`src/hw/rtl/mcc_pkg.sv`:
```
// Shared types, constants and calendar functions for the millisecond calendar clock.
package mcc_pkg;

  // Field widths of one transaction.
  localparam int SEC_W    = 6;
  localparam int MIN_W    = 6;
  localparam int HOUR_W   = 5;
  localparam int DAY_W    = 5;
  localparam int MONTH_W  = 4;
  localparam int YEAR_W   = 14;
  localparam int ELAPSED_W = 48;
  localparam int SUBSEC_W = 16;

  // Default width of the running millisecond total.
  localparam int MS_TOTAL_WIDTH_DEF = 48;

  // Reset value of the sub-second limit register.
  localparam logic [SUBSEC_W-1:0] SUBSEC_TOP_RST = 16'd999;

  // Last legal values of the time units and calendar limits.
  localparam logic [SEC_W-1:0]   SEC_LAST     = 6'd59;
  localparam logic [MIN_W-1:0]   MIN_LAST     = 6'd59;
  localparam logic [HOUR_W-1:0]  HOUR_LAST    = 5'd23;
  localparam logic [MONTH_W-1:0] MONTH_LAST   = 4'd12;
  localparam logic [YEAR_W-1:0]  YEAR_LAST    = 14'd9999;
  localparam logic [YEAR_W-1:0]  YEAR_FIRST   = 14'd1800;
  localparam logic [YEAR_W-1:0]  YEAR_RST     = 14'd2000;
  localparam logic [DAY_W-1:0]   DAY_FIRST    = 5'd1;
  localparam logic [MONTH_W-1:0] MONTH_FIRST  = 4'd1;

  // Month numbers that are not 31 days long.
  localparam logic [MONTH_W-1:0] MONTH_FEB = 4'd2;
  localparam logic [MONTH_W-1:0] MONTH_APR = 4'd4;
  localparam logic [MONTH_W-1:0] MONTH_JUN = 4'd6;
  localparam logic [MONTH_W-1:0] MONTH_SEP = 4'd9;
  localparam logic [MONTH_W-1:0] MONTH_NOV = 4'd11;

  // Divisibility by 25 of a 14-bit year: multiply by the inverse of 25
  // modulo 2^14; the product is small exactly for multiples of 25.
  localparam logic [YEAR_W-1:0] YEAR_INV25   = 14'd7209;
  localparam logic [YEAR_W-1:0] YEAR_DIV25_MAX = 14'd655;

  // Transaction opcodes.
  typedef enum logic {
    OP_TICK = 1'b0,
    OP_LOAD = 1'b1
  } mcc_op_t;

  // Calendar date.
  typedef struct packed {
    logic [DAY_W-1:0]   day;
    logic [MONTH_W-1:0] month;
    logic [YEAR_W-1:0]  year;
  } mcc_date_t;

  // One input transaction.
  typedef struct packed {
    mcc_op_t            opcode;
    logic [SEC_W-1:0]   load_second;
    logic [MIN_W-1:0]   load_minute;
    logic [HOUR_W-1:0]  load_hour;
    logic [DAY_W-1:0]   load_day;
    logic [MONTH_W-1:0] load_month;
    logic [YEAR_W-1:0]  load_year;
  } mcc_item_t;

  // One result transaction.
  typedef struct packed {
    logic [SEC_W-1:0]     cur_second;
    logic [MIN_W-1:0]     cur_minute;
    logic [HOUR_W-1:0]    cur_hour;
    logic [DAY_W-1:0]     cur_day;
    logic [MONTH_W-1:0]   cur_month;
    logic [YEAR_W-1:0]    cur_year;
    logic [ELAPSED_W-1:0] elapsed_ms;
    logic                 second_pulse;
    logic                 day_rolled;
  } mcc_result_t;

  // Full Gregorian leap-year rule.
  function automatic logic is_leap(input logic [YEAR_W-1:0] year);
    logic [YEAR_W-1:0] prod;
    logic              div25;
    prod  = year * YEAR_INV25;
    div25 = (prod <= YEAR_DIV25_MAX);
    return (year[1:0] == 2'b00) && (!div25 || (year[3:0] == 4'b0000));
  endfunction

  // Days in a month; month codes outside 1..12 count as 31 days.
  function automatic logic [DAY_W-1:0] month_days(input logic [MONTH_W-1:0] month,
                                                  input logic [YEAR_W-1:0]  year);
    logic [DAY_W-1:0] len;
    case (month)
      MONTH_FEB: len = is_leap(year) ? 5'd29 : 5'd28;
      MONTH_APR,
      MONTH_JUN,
      MONTH_SEP,
      MONTH_NOV: len = 5'd30;
      default:   len = 5'd31;
    endcase
    return len;
  endfunction

endpackage

```
`src/hw/rtl/mcc_if.sv`:
```
// Valid/ready channel interfaces for the clock's input and result transactions.
interface mcc_in_if;
  logic                             valid;
  logic                             ready;
  mcc_pkg::mcc_op_t                 opcode;
  logic [mcc_pkg::SEC_W-1:0]        load_second;
  logic [mcc_pkg::MIN_W-1:0]        load_minute;
  logic [mcc_pkg::HOUR_W-1:0]       load_hour;
  logic [mcc_pkg::DAY_W-1:0]        load_day;
  logic [mcc_pkg::MONTH_W-1:0]      load_month;
  logic [mcc_pkg::YEAR_W-1:0]       load_year;

  modport source (
    output valid, opcode, load_second, load_minute, load_hour, load_day,
           load_month, load_year,
    input  ready
  );
  modport sink (
    input  valid, opcode, load_second, load_minute, load_hour, load_day,
           load_month, load_year,
    output ready
  );
endinterface

interface mcc_out_if;
  logic                             valid;
  logic                             ready;
  logic [mcc_pkg::SEC_W-1:0]        cur_second;
  logic [mcc_pkg::MIN_W-1:0]        cur_minute;
  logic [mcc_pkg::HOUR_W-1:0]       cur_hour;
  logic [mcc_pkg::DAY_W-1:0]        cur_day;
  logic [mcc_pkg::MONTH_W-1:0]      cur_month;
  logic [mcc_pkg::YEAR_W-1:0]       cur_year;
  logic [mcc_pkg::ELAPSED_W-1:0]    elapsed_ms;
  logic                             second_pulse;
  logic                             day_rolled;

  modport source (
    output valid, cur_second, cur_minute, cur_hour, cur_day, cur_month,
           cur_year, elapsed_ms, second_pulse, day_rolled,
    input  ready
  );
  modport sink (
    input  valid, cur_second, cur_minute, cur_hour, cur_day, cur_month,
           cur_year, elapsed_ms, second_pulse, day_rolled,
    output ready
  );
endinterface

```
`src/hw/rtl/mcc_date_step.sv`:
```
// Advances a calendar date by one day, with month and year carries.
module mcc_date_step (
  input  mcc_pkg::mcc_date_t date_cur,
  output mcc_pkg::mcc_date_t date_next
);

  logic [mcc_pkg::DAY_W-1:0] month_len;

  assign month_len = mcc_pkg::month_days(date_cur.month, date_cur.year);

  // Day carries into the month, month into the year; the year wraps past its top.
  always_comb begin
    date_next = date_cur;
    if (date_cur.day >= month_len) begin
      date_next.day = mcc_pkg::DAY_FIRST;
      if (date_cur.month >= mcc_pkg::MONTH_LAST) begin
        date_next.month = mcc_pkg::MONTH_FIRST;
        if (date_cur.year >= mcc_pkg::YEAR_LAST) begin
          date_next.year = mcc_pkg::YEAR_FIRST;
        end else begin
          date_next.year = date_cur.year + 1'b1;
        end
      end else begin
        date_next.month = date_cur.month + 1'b1;
      end
    end else begin
      date_next.day = date_cur.day + 1'b1;
    end
  end

endmodule

```
`src/hw/rtl/mcc_time_core.sv`:
```
// Clock state registers with the tick, carry and load logic for one transaction.
module mcc_time_core #(
  parameter int MS_TOTAL_WIDTH = mcc_pkg::MS_TOTAL_WIDTH_DEF
) (
  input  logic                           clk,
  input  logic                           rst_n,
  input  logic                           step_en,
  input  mcc_pkg::mcc_item_t             item,
  input  logic [mcc_pkg::SUBSEC_W-1:0]   subsecond_top,
  output mcc_pkg::mcc_result_t           result
);

  logic [mcc_pkg::SUBSEC_W-1:0] subsec_r, subsec_nxt;
  logic [MS_TOTAL_WIDTH-1:0]    ms_total_r, ms_total_nxt;
  logic [mcc_pkg::SEC_W-1:0]    second_r, second_nxt;
  logic [mcc_pkg::MIN_W-1:0]    minute_r, minute_nxt;
  logic [mcc_pkg::HOUR_W-1:0]   hour_r, hour_nxt;
  mcc_pkg::mcc_date_t           date_r, date_nxt;
  mcc_pkg::mcc_date_t           date_step;
  logic                         pulse;
  logic                         rolled;

  // Next calendar day, used only when the hours wrap.
  mcc_date_step u_date_step (
    .date_cur  (date_r),
    .date_next (date_step)
  );

  // Next state for one transaction: load, or one tick with the carry cascade.
  always_comb begin
    subsec_nxt   = subsec_r;
    ms_total_nxt = ms_total_r;
    second_nxt   = second_r;
    minute_nxt   = minute_r;
    hour_nxt     = hour_r;
    date_nxt     = date_r;
    pulse        = 1'b0;
    rolled       = 1'b0;
    if (item.opcode == mcc_pkg::OP_LOAD) begin
      second_nxt     = item.load_second;
      minute_nxt     = item.load_minute;
      hour_nxt       = item.load_hour;
      date_nxt.day   = item.load_day;
      date_nxt.month = item.load_month;
      date_nxt.year  = item.load_year;
      subsec_nxt     = '0;
    end else begin
      ms_total_nxt = ms_total_r + 1'b1;
      if (subsec_r >= subsecond_top) begin
        subsec_nxt = '0;
        pulse      = 1'b1;
        if (second_r < mcc_pkg::SEC_LAST) begin
          second_nxt = second_r + 1'b1;
        end else begin
          second_nxt = '0;
          if (minute_r < mcc_pkg::MIN_LAST) begin
            minute_nxt = minute_r + 1'b1;
          end else begin
            minute_nxt = '0;
            if (hour_r < mcc_pkg::HOUR_LAST) begin
              hour_nxt = hour_r + 1'b1;
            end else begin
              hour_nxt = '0;
              date_nxt = date_step;
              rolled   = 1'b1;
            end
          end
        end
      end else begin
        subsec_nxt = subsec_r + 1'b1;
      end
    end
  end

  // State registers move only when the transaction is handed to the result stage.
  always_ff @(posedge clk) begin
    if (!rst_n) begin
      subsec_r       <= '0;
      ms_total_r     <= '0;
      second_r       <= '0;
      minute_r       <= '0;
      hour_r         <= '0;
      date_r.day     <= mcc_pkg::DAY_FIRST;
      date_r.month   <= mcc_pkg::MONTH_FIRST;
      date_r.year    <= mcc_pkg::YEAR_RST;
    end else if (step_en) begin
      subsec_r   <= subsec_nxt;
      ms_total_r <= ms_total_nxt;
      second_r   <= second_nxt;
      minute_r   <= minute_nxt;
      hour_r     <= hour_nxt;
      date_r     <= date_nxt;
    end
  end

  // The reported elapsed count is the low bits of the total, zero-extended if narrower.
  generate
    if (MS_TOTAL_WIDTH >= mcc_pkg::ELAPSED_W) begin : g_elapsed_trunc
      assign result.elapsed_ms = ms_total_nxt[mcc_pkg::ELAPSED_W-1:0];
    end else begin : g_elapsed_ext
      assign result.elapsed_ms = {{(mcc_pkg::ELAPSED_W-MS_TOTAL_WIDTH){1'b0}}, ms_total_nxt};
    end
  endgenerate

  assign result.cur_second   = second_nxt;
  assign result.cur_minute   = minute_nxt;
  assign result.cur_hour     = hour_nxt;
  assign result.cur_day      = date_nxt.day;
  assign result.cur_month    = date_nxt.month;
  assign result.cur_year     = date_nxt.year;
  assign result.second_pulse = pulse;
  assign result.day_rolled   = rolled;

endmodule

```
`src/hw/rtl/millisecond_calendar_clock_unit.sv`:
```
// Top level of the millisecond calendar clock: input register, clock core, result register.
//
//   Channel  Dir   Handshake        Carries
//   in_ch    in    valid / ready    opcode (tick or load) and the time and date to load
//   out_ch   out   valid / ready    time and date, elapsed_ms, second_pulse, day_rolled
//   cfg_*    in    cfg_we           subsecond_top (ticks per second minus one)
//
// One transaction per cycle is sustained while the result is taken; a transaction
// passes through the input register, then the result register.
// The whole tick/carry/calendar update is one combinational step between the two registers.
// Reset (rst_n low, synchronous) sets 2000-01-01 00:00:00, clears the counters and
// empties both stages. A stalled result holds the input register; input ready stays
// high while the input stage is empty or moving forward.
module millisecond_calendar_clock_unit #(
  parameter int MS_TOTAL_WIDTH = mcc_pkg::MS_TOTAL_WIDTH_DEF
) (
  input  logic                         clk,
  input  logic                         rst_n,
  mcc_in_if.sink                       in_ch,
  mcc_out_if.source                    out_ch,
  input  logic                         cfg_we,
  input  logic [mcc_pkg::SUBSEC_W-1:0] cfg_wdata
);

  logic                         in_valid_r;
  mcc_pkg::mcc_item_t           item_r;
  logic                         out_valid_r;
  mcc_pkg::mcc_result_t         result_r;
  mcc_pkg::mcc_result_t         result_nxt;
  logic [mcc_pkg::SUBSEC_W-1:0] subsec_top_r;
  logic                         advance;
  logic                         in_fire;

  // Move the input stage forward when the result stage is empty or being drained.
  assign advance      = in_valid_r && (!out_valid_r || out_ch.ready);
  assign in_ch.ready  = !in_valid_r || advance;
  assign in_fire      = in_ch.valid && in_ch.ready;

  // Configuration register.
  always_ff @(posedge clk) begin
    if (!rst_n) begin
      subsec_top_r <= mcc_pkg::SUBSEC_TOP_RST;
    end else if (cfg_we) begin
      subsec_top_r <= cfg_wdata;
    end
  end

  // Input register.
  always_ff @(posedge clk) begin
    if (!rst_n) begin
      in_valid_r <= 1'b0;
    end else if (in_fire) begin
      in_valid_r <= 1'b1;
    end else if (advance) begin
      in_valid_r <= 1'b0;
    end
  end

  always_ff @(posedge clk) begin
    if (in_fire) begin
      item_r.opcode      <= in_ch.opcode;
      item_r.load_second <= in_ch.load_second;
      item_r.load_minute <= in_ch.load_minute;
      item_r.load_hour   <= in_ch.load_hour;
      item_r.load_day    <= in_ch.load_day;
      item_r.load_month  <= in_ch.load_month;
      item_r.load_year   <= in_ch.load_year;
    end
  end

  // Clock state and update logic.
  mcc_time_core #(
    .MS_TOTAL_WIDTH (MS_TOTAL_WIDTH)
  ) u_time_core (
    .clk           (clk),
    .rst_n         (rst_n),
    .step_en       (advance),
    .item          (item_r),
    .subsecond_top (subsec_top_r),
    .result        (result_nxt)
  );

  // Result register.
  always_ff @(posedge clk) begin
    if (!rst_n) begin
      out_valid_r <= 1'b0;
    end else if (advance) begin
      out_valid_r <= 1'b1;
    end else if (out_ch.ready) begin
      out_valid_r <= 1'b0;
    end
  end

  always_ff @(posedge clk) begin
    if (advance) begin
      result_r <= result_nxt;
    end
  end

  assign out_ch.valid        = out_valid_r;
  assign out_ch.cur_second   = result_r.cur_second;
  assign out_ch.cur_minute   = result_r.cur_minute;
  assign out_ch.cur_hour     = result_r.cur_hour;
  assign out_ch.cur_day      = result_r.cur_day;
  assign out_ch.cur_month    = result_r.cur_month;
  assign out_ch.cur_year     = result_r.cur_year;
  assign out_ch.elapsed_ms   = result_r.elapsed_ms;
  assign out_ch.second_pulse = result_r.second_pulse;
  assign out_ch.day_rolled   = result_r.day_rolled;

  // A new day can only start on a completed second.
  a_roll_needs_pulse : assert property (@(posedge clk) disable iff (!rst_n)
    out_valid_r && result_r.day_rolled |-> result_r.second_pulse)
    else $error("day_rolled without second_pulse");

  // A new day starts exactly at midnight.
  a_roll_at_midnight : assert property (@(posedge clk) disable iff (!rst_n)
    out_valid_r && result_r.day_rolled |->
      (result_r.cur_hour == '0) && (result_r.cur_minute == '0) &&
      (result_r.cur_second == '0))
    else $error("day_rolled away from midnight");

  // A load transaction never reports a second or a day boundary.
  a_load_no_flags : assert property (@(posedge clk) disable iff (!rst_n)
    advance && (item_r.opcode == mcc_pkg::OP_LOAD) |=>
      out_valid_r && !result_r.second_pulse && !result_r.day_rolled)
    else $error("load transaction reported a boundary");

endmodule
```
`src/flat_wrapper.sv`:
```
// flat-port wrapper written by rule: the top's interface ports become plain ports
module millisecond_calendar_clock_unit_flat 
#(
  parameter int MS_TOTAL_WIDTH = mcc_pkg::MS_TOTAL_WIDTH_DEF
)
  (clk, rst_n, cfg_we, cfg_wdata, in_ch_valid, in_ch_opcode, in_ch_load_second, in_ch_load_minute, in_ch_load_hour, in_ch_load_day, in_ch_load_month, in_ch_load_year, in_ch_ready, out_ch_valid, out_ch_cur_second, out_ch_cur_minute, out_ch_cur_hour, out_ch_cur_day, out_ch_cur_month, out_ch_cur_year, out_ch_elapsed_ms, out_ch_second_pulse, out_ch_day_rolled, out_ch_ready);
  mcc_in_if in_ch_i ();
  mcc_out_if out_ch_i ();
  input  logic clk;
  input  logic rst_n;
  input  logic cfg_we;
  input  logic [mcc_pkg::SUBSEC_W-1:0] cfg_wdata;
  input wire logic [$bits(in_ch_i.valid)-1:0] in_ch_valid;
  input wire logic [$bits(in_ch_i.opcode)-1:0] in_ch_opcode;
  input wire logic [$bits(in_ch_i.load_second)-1:0] in_ch_load_second;
  input wire logic [$bits(in_ch_i.load_minute)-1:0] in_ch_load_minute;
  input wire logic [$bits(in_ch_i.load_hour)-1:0] in_ch_load_hour;
  input wire logic [$bits(in_ch_i.load_day)-1:0] in_ch_load_day;
  input wire logic [$bits(in_ch_i.load_month)-1:0] in_ch_load_month;
  input wire logic [$bits(in_ch_i.load_year)-1:0] in_ch_load_year;
  output wire logic [$bits(in_ch_i.ready)-1:0] in_ch_ready;
  output wire logic [$bits(out_ch_i.valid)-1:0] out_ch_valid;
  output wire logic [$bits(out_ch_i.cur_second)-1:0] out_ch_cur_second;
  output wire logic [$bits(out_ch_i.cur_minute)-1:0] out_ch_cur_minute;
  output wire logic [$bits(out_ch_i.cur_hour)-1:0] out_ch_cur_hour;
  output wire logic [$bits(out_ch_i.cur_day)-1:0] out_ch_cur_day;
  output wire logic [$bits(out_ch_i.cur_month)-1:0] out_ch_cur_month;
  output wire logic [$bits(out_ch_i.cur_year)-1:0] out_ch_cur_year;
  output wire logic [$bits(out_ch_i.elapsed_ms)-1:0] out_ch_elapsed_ms;
  output wire logic [$bits(out_ch_i.second_pulse)-1:0] out_ch_second_pulse;
  output wire logic [$bits(out_ch_i.day_rolled)-1:0] out_ch_day_rolled;
  input wire logic [$bits(out_ch_i.ready)-1:0] out_ch_ready;
  assign in_ch_i.valid = in_ch_valid;
  assign in_ch_i.opcode = in_ch_opcode;
  assign in_ch_i.load_second = in_ch_load_second;
  assign in_ch_i.load_minute = in_ch_load_minute;
  assign in_ch_i.load_hour = in_ch_load_hour;
  assign in_ch_i.load_day = in_ch_load_day;
  assign in_ch_i.load_month = in_ch_load_month;
  assign in_ch_i.load_year = in_ch_load_year;
  assign in_ch_ready = in_ch_i.ready;
  assign out_ch_valid = out_ch_i.valid;
  assign out_ch_cur_second = out_ch_i.cur_second;
  assign out_ch_cur_minute = out_ch_i.cur_minute;
  assign out_ch_cur_hour = out_ch_i.cur_hour;
  assign out_ch_cur_day = out_ch_i.cur_day;
  assign out_ch_cur_month = out_ch_i.cur_month;
  assign out_ch_cur_year = out_ch_i.cur_year;
  assign out_ch_elapsed_ms = out_ch_i.elapsed_ms;
  assign out_ch_second_pulse = out_ch_i.second_pulse;
  assign out_ch_day_rolled = out_ch_i.day_rolled;
  assign out_ch_i.ready = out_ch_ready;
  millisecond_calendar_clock_unit #(.MS_TOTAL_WIDTH(MS_TOTAL_WIDTH)) u_core (.clk(clk), .rst_n(rst_n), .in_ch(in_ch_i), .out_ch(out_ch_i), .cfg_we(cfg_we), .cfg_wdata(cfg_wdata));
endmodule
```
`config.mk`:
```
export PLATFORM = sky130hd
export DESIGN_NAME = millisecond_calendar_clock_unit_flat
export DESIGN_NICKNAME = d
export VERILOG_FILES = /design/src/hw/rtl/mcc_pkg.sv /design/src/hw/rtl/mcc_if.sv /design/src/hw/rtl/mcc_date_step.sv /design/src/hw/rtl/mcc_time_core.sv /design/src/hw/rtl/millisecond_calendar_clock_unit.sv /design/src/flat_wrapper.sv
export SDC_FILE = /design/constraint.sdc
export NUM_CORES = 1
export LEC_CHECK = 0
export ABC_AREA = 0
export BUFFER_PORTS_ARGS = -buffer_cell sky130_fd_sc_hd__buf_4
export CAP_MARGIN = 20
export CORE_ASPECT_RATIO = 0.9
export CORE_UTILIZATION = 59
export DETAILED_ROUTE_END_ITERATION = 8
export GPL_TIMING_DRIVEN = 0
export PLACE_DENSITY = 0.8
export SLEW_MARGIN = 20
export SYNTH_ARGS = -nofsm -noshare
export SYNTH_HDL_FRONTEND = slang
export SYNTH_SLANG_ARGS = --single-unit
```
`constraint.sdc`:
```
create_clock -name clk -period 8.1 [get_ports clk]
set_clock_uncertainty 0.15 [all_clocks]
set_input_delay 0.405 -clock clk [delete_from_list [all_inputs] [get_ports clk]]
set_output_delay 0.405 -clock clk [all_outputs]
set_load 0.02 [all_outputs]
```
==> results of run 1 <==
## worst register-to-register path, delay by kind of cell (launching register included)
family / cells / cell delay (ns)
adder cells (fa/ha/maj): 7 / 2.39
AND/OR/NAND/NOR: 5 / 1.94
AO/OA/AOI/OAI: 6 / 1.29
XOR/XNOR: 1 / 0.11
flip-flops: 1 / 0.57
buffers and inverters: 2 / 0.10
## repair_timing
item / 4_1_cts / 5_1_grt
hold endpoints to repair: 58 / 0
endpoints found under the setup margin: 0 / 0
hold buffers: 58 / 0
## report_power, final
| group | switching (W) | internal (W) | leakage [nW] | total (W) |
|---|---|---|---|---|
| clock network | 0.000499 | 0.000669 | 0.399 | 0.00117 |
| logic | 0.000256 | 0.000184 | 3.79 | 0.000440 |
| registers | 0.0000351 | 0.00140 | 2.21 | 0.00144 |
## layout make-up
type | count | area [um2] | area share [%]
Multi-Input combinational cell | 954 | 6380 | 39.3
Sequential cell | 253 | 6380 | 39.3
Timing Repair Buffer | 211 | 1760 | 10.8
Clock buffer | 37 | 743 | 4.58
Tap cell | 291 | 364 | 2.24
Buffer | 67 | 275 | 1.69
Inverter | 67 | 251 | 1.55
Clock inverter | 11 | 81.3 | 0.501
Antenna cell | 3 | 7.51 | 0.0462
## stage by stage
| stage | setup WS (ns) | util, % | total power, W |
|---|---|---|---|
| floorplan | 2.42 | - | 0.00172 |
| global placement | 1.54 | 67.7 | 0.00186 |
| detailed placement | 1.60 | 67.9 | 0.00187 |
| CTS | 1.58 | 74.3 | 0.00305 |
| global route | 1.25 | 74.4 | 0.00315 |
| finish | 1.35 | 74.4 | 0.00305 |
## logic make-up after synthesis
kind of cell             after synthesis  synth area share [%]
AND/OR/NAND/NOR                      490                  18.3
adder cells (fa/ha/maj)               79                  8.07
multiplexers                          13                 0.990
AO/OA/AOI/OAI                        261                  13.3
buffers and inverters                134                  3.94
XOR/XNOR                             111                  7.33
flip-flops                           253                  48.0
## placed cells by master, fill, tap and decap left out, types with 6 or more instances in the layout
cell type,count
nand4_1,19
o31ai_1,6
or3_1,19
nor3_1,35
dfxtp_1,122
nor2_1,143
fa_1,11
ha_1,68
xor2_1,41
o21a_1,7
nand3_1,53
inv_1,66
buf_1,8
clkbuf_1,54
nand2_1,127
dlygate4sd3_1,58
edfxtp_1,131
buf_2,10
xnor2_1,70
o211ai_1,11
a21oi_1,75
nand2b_1,10
buf_4,151
clkbuf_16,27
nor4_1,16
and3_1,17
a22oi_1,6
o21ai_0,57
and2_1,8
a31oi_1,16
mux2i_1,12
a211oi_1,6
a21o_1,6
## flip-flops by register name (all words and copies together), names as in the netlist, 6 cells and up
register	flops
u_core.item_r	41
u_core.out_ch.cur_minute	6
u_core.out_ch.cur_second	6
u_core.out_ch.cur_year	14
u_core.out_ch.elapsed_ms	48
u_core.subsec_top_r	16
u_core.u_time_core.date_r	23
u_core.u_time_core.minute_r	6
u_core.u_time_core.ms_total_r	48
u_core.u_time_core.second_r	6
u_core.u_time_core.subsec_r	16
## worst max-delay path by stage
stage / end / cells after the start
floorplan: u_core.out_ch.cur_year[12]$_DFFE_PP_ / 22
global placement: u_core.u_time_core.date_r[3]$_SDFFE_PN0P_ / 8
detailed placement: u_core.out_ch.cur_year[5]$_DFFE_PP_ / 21
CTS: u_core.out_ch.cur_year[5]$_DFFE_PP_ / 21
global route: u_core.out_ch.cur_year[5]$_DFFE_PP_ / 21
finish: u_core.out_ch.cur_year[5]$_DFFE_PP_ / 21
## per-layer routing
layer | global-route usage [%] | share of wire, % | up-vias
li1 | - | - | 5312
met3 | 6.74 | 9.7 | 94
met4 | 11.3 | 2.9 | 2
met1 | 43.2 | 41 | 5511
met5 | 0 | 0.034 | -
met2 | 54.5 | 46 | 593
==> flow_summary.ini, run 1 <==
[sta]
finalSetupViolCount = 0
drv_slew = 0
hold_viol = 0
post-route-period-util_pct = 83.4
post-route-min-period_ns = 6.75
slew_headroom_pct = 33.0
setup_tns_ns = 0
rsz0062_at_grt = false
whs_ns = 0.0411
max_freq_ghz = 0.148
tightest_slew_ns = 1.01

[floorplanning]
die_area_um2 = 23100
design.portCount = 154
dieHeight_um = 144
num_rows = 51
initial_utilization_pct = 60.8
core_um2 = 21800
die-width_um = 160

[global_routing]
grt_usage_pct = 32.9
grt_pass1_wl_um = 59100
grt-ovfl-total = 0
antenna_found_initial = 3
grt_max_degree = 52
grt_pass1_vias = 11043

[placement]
place_hpwl_um = 25700
dpl_cell_area_um2 = 14800
gp_congestion = 0.971
dp_cells = 1785
port_buffers = 151

[worst_setup_path]
critPathTopFamily = adder cells
critical-path-max-stage-delay_ns = 0.63
r2r_setup_slack_ns = 1.35
worst_path_most_repeated_cell = ha_1
worst-endpoint-arrival_ns = 6.91
r2r-end = u_core.out_ch.cur_year[5]$_DFFE_PP_
crit_type = reg -> reg
crit_chain = ha_1 > ha_1 > ha_1 > inv_1 > fa_1 > inv_1 > ha_1 > fa_1 > a21o_1 > a21oi_1 > xnor2_1 > nor4_1 > a32oi_1 > ha_1 > nand2b_1 > a21oi_1 > nor4_1 > nand2_1 > nor3_1 > a22oi_1 > o21ai_0
crit_start = u_core.u_time_core.date_r[6]$_SDFFE_PN1P_
r2r_start = u_core.u_time_core.date_r[6]$_SDFFE_PN1P_
crit_buf_inv = 2
start_kind = flip-flop
r2r_cells = 21
end_kind = flip-flop
required_ns = 8.26
slowest_stage = nor3_1
path_max_fanout = 9

[cts]
htreeDepth = 1
clock_latency_ns = 0.54
clk_pin_slew_ns = 0.07
clock-root-buffer = clkbuf_16
clockBufferDepth = 3
cts_buffers = 26
cts_tree = done
clock-sinks = 253
cts_resized = 0
post-cts-setup-buffer-count = 0

[logic_synthesis]
ys_seq_area_share_pct = 48.0
ys_ff_latch = 253
yosysMostFrequentCell = nor2_1
netlist.area_leader.share_pct = 29.6
yosys_warnings = 0
synth_common_cells = 143 x nor2_1, 131 x edfxtp_1, 127 x nand2_1
synth_edf_count = 131
ys_dominant_reg_cell = edfxtp_1
synth_top_area_cell = edfxtp_1
synth_cell_type_count = 87
synth.net_count = 1482
synthArstFlopShare_pct = 0
synthesis.area_um2 = 13300
syn_inst = 1341
synthTopCellsByArea = edfxtp_1 30%, dfxtp_1 18%, ha_1 6.4%
avgSynthCellArea_um2 = 9.90

[layout]
drive_above_1_share_pct = 14.6
areaGrowthSynthToFinish_pct = 22.4
final_cells = 1894
fin_nets = 1721
final_area_um2 = 16200
fillers = 1543

[min_path]
min_delay_path_depth = 4
min_from = out_ch_ready
hold_path.class = in -> reg
min_to = u_core.out_ch.valid$_SDFFE_PN0P_

[drt]
ant_nets = 0
drt-total-wl_um = 38000
dr.pass1.iters = 5
drc = 0
viasPerCell = 6.08
post_drt_wl_per_cell_um = 20.1
dr_total_vias = 11512
drt_iter0_drc = 1082

[run]
cap_viol_max_count = 0

[power]
max-vdd-ir-drop_mv = 0.156
p_per_area_nw_per_um2 = 188
power.static_leakage_nw = 6.40

[outcome]
run_status = finished clean
Note: power is estimated with default switching activity, not from simulation.
==> run 2, diff against run 1 <==
clock period = 6.56 ns   (was 8.1 ns; I/O delays follow)
==> run 2 against run 1 <==
Net effect: non-clock buffer count rose by 1; global-route usage is the same; clock power rose by 23%; worst setup slack got worse by 1.1 ns; maximum frequency increased by 6.4%; clock-buffer cell count is the same; worst hold slack improved by 0.052 ns; sequential share of layout area about the same; via count is essentially flat; total power up 24%; combinational power up 24%; critical path depth decreased by 1; critical path type unchanged.
==> flow_summary.ini, run 2 (synthesized netlist as in run 1, its figures left out) <==
[placement]
gp_congestion = 0.971
place_hpwl_um = 25700
port_buffers = 151

[min_path]
hold_path.class = in -> reg
min_from = cfg_we
min_to = u_core.subsec_top_r[3]$_SDFFE_PN0P_
min_delay_path_depth = 3

[worst_setup_path]
worst-endpoint-arrival_ns = 6.46
end_kind = flip-flop
path_max_fanout = 9
r2r_setup_slack_ns = 0.21
crit_chain = ha_1 > ha_1 > ha_1 > inv_1 > fa_1 > inv_1 > fa_1 > a21o_1 > a21oi_1 > xnor2_1 > nor4_1 > a32oi_1 > ha_1 > nand2b_1 > a21oi_1 > or4_1 > or4_4 > nor3_2 > xnor2_1 > a21oi_1
crit_start = u_core.u_time_core.date_r[4]$_SDFFE_PN1P_
critPathTopFamily = adder cells
r2r_cells = 20
crit_type = reg -> reg
required_ns = 6.67
r2r_start = u_core.u_time_core.date_r[4]$_SDFFE_PN1P_
critical-path-max-stage-delay_ns = 0.63
worst_path_most_repeated_cell = ha_1
slowest_stage = or4_1
r2r-end = u_core.out_ch.cur_year[10]$_DFFE_PP_
start_kind = flip-flop
crit_buf_inv = 2

[cts]
clock-root-buffer = clkbuf_16
htreeDepth = 1
cts_tree = done
clockBufferDepth = 3
clock-sinks = 253
cts_buffers = 26
post-cts-setup-buffer-count = 0
clock_latency_ns = 0.54
clk_pin_slew_ns = 0.06

[global_routing]
met3_usage_pct = 6.74
use_met2_pct = 54.5
grt_pass1_wl_um = 59100
grt-ovfl-total = 0
grt_pass1_vias = 11048
met1_usage_pct = 43.2
top_usage_layer = met2
grt_max_degree = 52
grt_usage_pct = 32.9
antenna_found_initial = 3

[layout]
fin_nets = 1722
multi_input_area_um2 = 6390
drive_above_1_share_pct = 14.7
layout_common_cells = 151 x buf_4, 143 x nor2_1, 131 x edfxtp_1, 127 x nand2_1, 120 x dfxtp_1
areaGrowthSynthToFinish_pct = 22.6
fillers = 1540
final_common_cell = buf_4
regArea_um2 = 6380

[drt]
dr_total_vias = 11508
post_drt_wl_per_cell_um = 20.0
viasPerCell = 6.07
ant_nets = 0
dr.pass1.iters = 5
drt-total-wl_um = 37900
drc = 0
drt_iter0_drc = 1134

[power]
combPwrFrac_pct = 14.5
netSwitchingFraction_pct = 26.0
p_per_area_nw_per_um2 = 232
power.total_w = 0.00377
max-vdd-ir-drop_mv = 0.193
clkPwrFrac_pct = 38.3
internal-power_w = 0.00279
power.static_leakage_nw = 6.40
switchingPower_w = 0.000978
seq_power_share_pct = 47.2

[sta]
slew_headroom_pct = 36.3
finalSetupViolCount = 0
post-route-min-period_ns = 6.35
drv_slew = 0
tightest_slew_ns = 0.956
rsz0062_at_grt = false
hold_viol = 0
post-route-period-util_pct = 96.8
setup_tns_ns = 0
max_freq_ghz = 0.158

[floorplanning]
core_um2 = 21800
initial_utilization_pct = 60.8
dieHeight_um = 144
num_rows = 51
design.portCount = 154
die_area_um2 = 23100
die-width_um = 160

[run]
cap_viol_max_count = 0

[outcome]
run_status = finished clean
-- run 2: changes by cell type in the layout (fill, tap and decap cells not counted), sizes merged --
cell	delta
diode	+1
dlygate4sd3	+1
-- run 2: how the worst max path moves through the flow --
stage	depth (start not counted)	slack, ns	to
finish	20	0.21	u_core.out_ch.cur_year[10]$_DFFE_PP_
global route	21	0.02	u_core.out_ch.cur_year[12]$_DFFE_PP_
CTS	21	0.04	u_core.out_ch.cur_year[5]$_DFFE_PP_
detailed placement	21	0.06	u_core.out_ch.cur_year[5]$_DFFE_PP_
global placement	8	0.08	u_core.u_time_core.date_r[3]$_SDFFE_PN0P_
floorplan	22	0.88	u_core.out_ch.cur_year[12]$_DFFE_PP_
-- run 2: routing by layer --
| metal | routed length (um) | share of wire, % |
|---|---|---|
| met1 | 15700 | 41 |
| met2 | 17600 | 46 |
| met3 | 3510 | 9.3 |
| met4 | 1070 | 2.8 |
| met5 | 13 | 0.034 |
-- run 2: power by group through the flow --
stage | Combinational, W | Clock [W] | Sequential [W]
after floorplan | 0.000292 | 0 | 0.00184
after global placement | 0.000486 | 0 | 0.00181
after detailed placement | 0.000505 | 0 | 0.00181
after CTS | 0.000538 | 0.00145 | 0.00177
after global routing | 0.000595 | 0.00151 | 0.00178
final | 0.000545 | 0.00144 | 0.00178
-- run 2: per-stage QoR --
step           util [%]  instances  setup slack [ns]  hold WS, ns  instance area [um2]
2_1_floorplan         -       1341             0.885        0.277                13300
3_3_place_gp       67.7       1783            0.0798        0.325                14800
3_5_place_dp       67.9       1785            0.0621        0.331                14800
4_1_cts            74.4       1892            0.0422       0.0498                16200
5_1_grt            74.5       1893            0.0245        0.131                16300
6_report           74.5       1896             0.211       0.0932                16300
-- run 2: repair_timing --
action,4_1_cts,5_1_grt
endpoints found under the setup margin,0,13
gates resized for setup,0,3
hold buffers,59,0
endpoints found under the hold margin,59,0
-- run 2: cell type report --
class	count	area share, %
Multi-Input combinational cell	954	39.3
Sequential cell	253	39.2
Timing Repair Buffer	212	10.9
Clock buffer	37	4.57
Tap cell	291	2.24
Buffer	67	1.69
Inverter	67	1.55
Clock inverter	11	0.500
Antenna cell	4	0.0615
-- run 2: worst min-delay path, delay by kind of cell --
family / cells / cell delay [ns]
mux: 1 / 0.16
buf+inv: 1 / 0.17
simple gates: 1 / 0.09
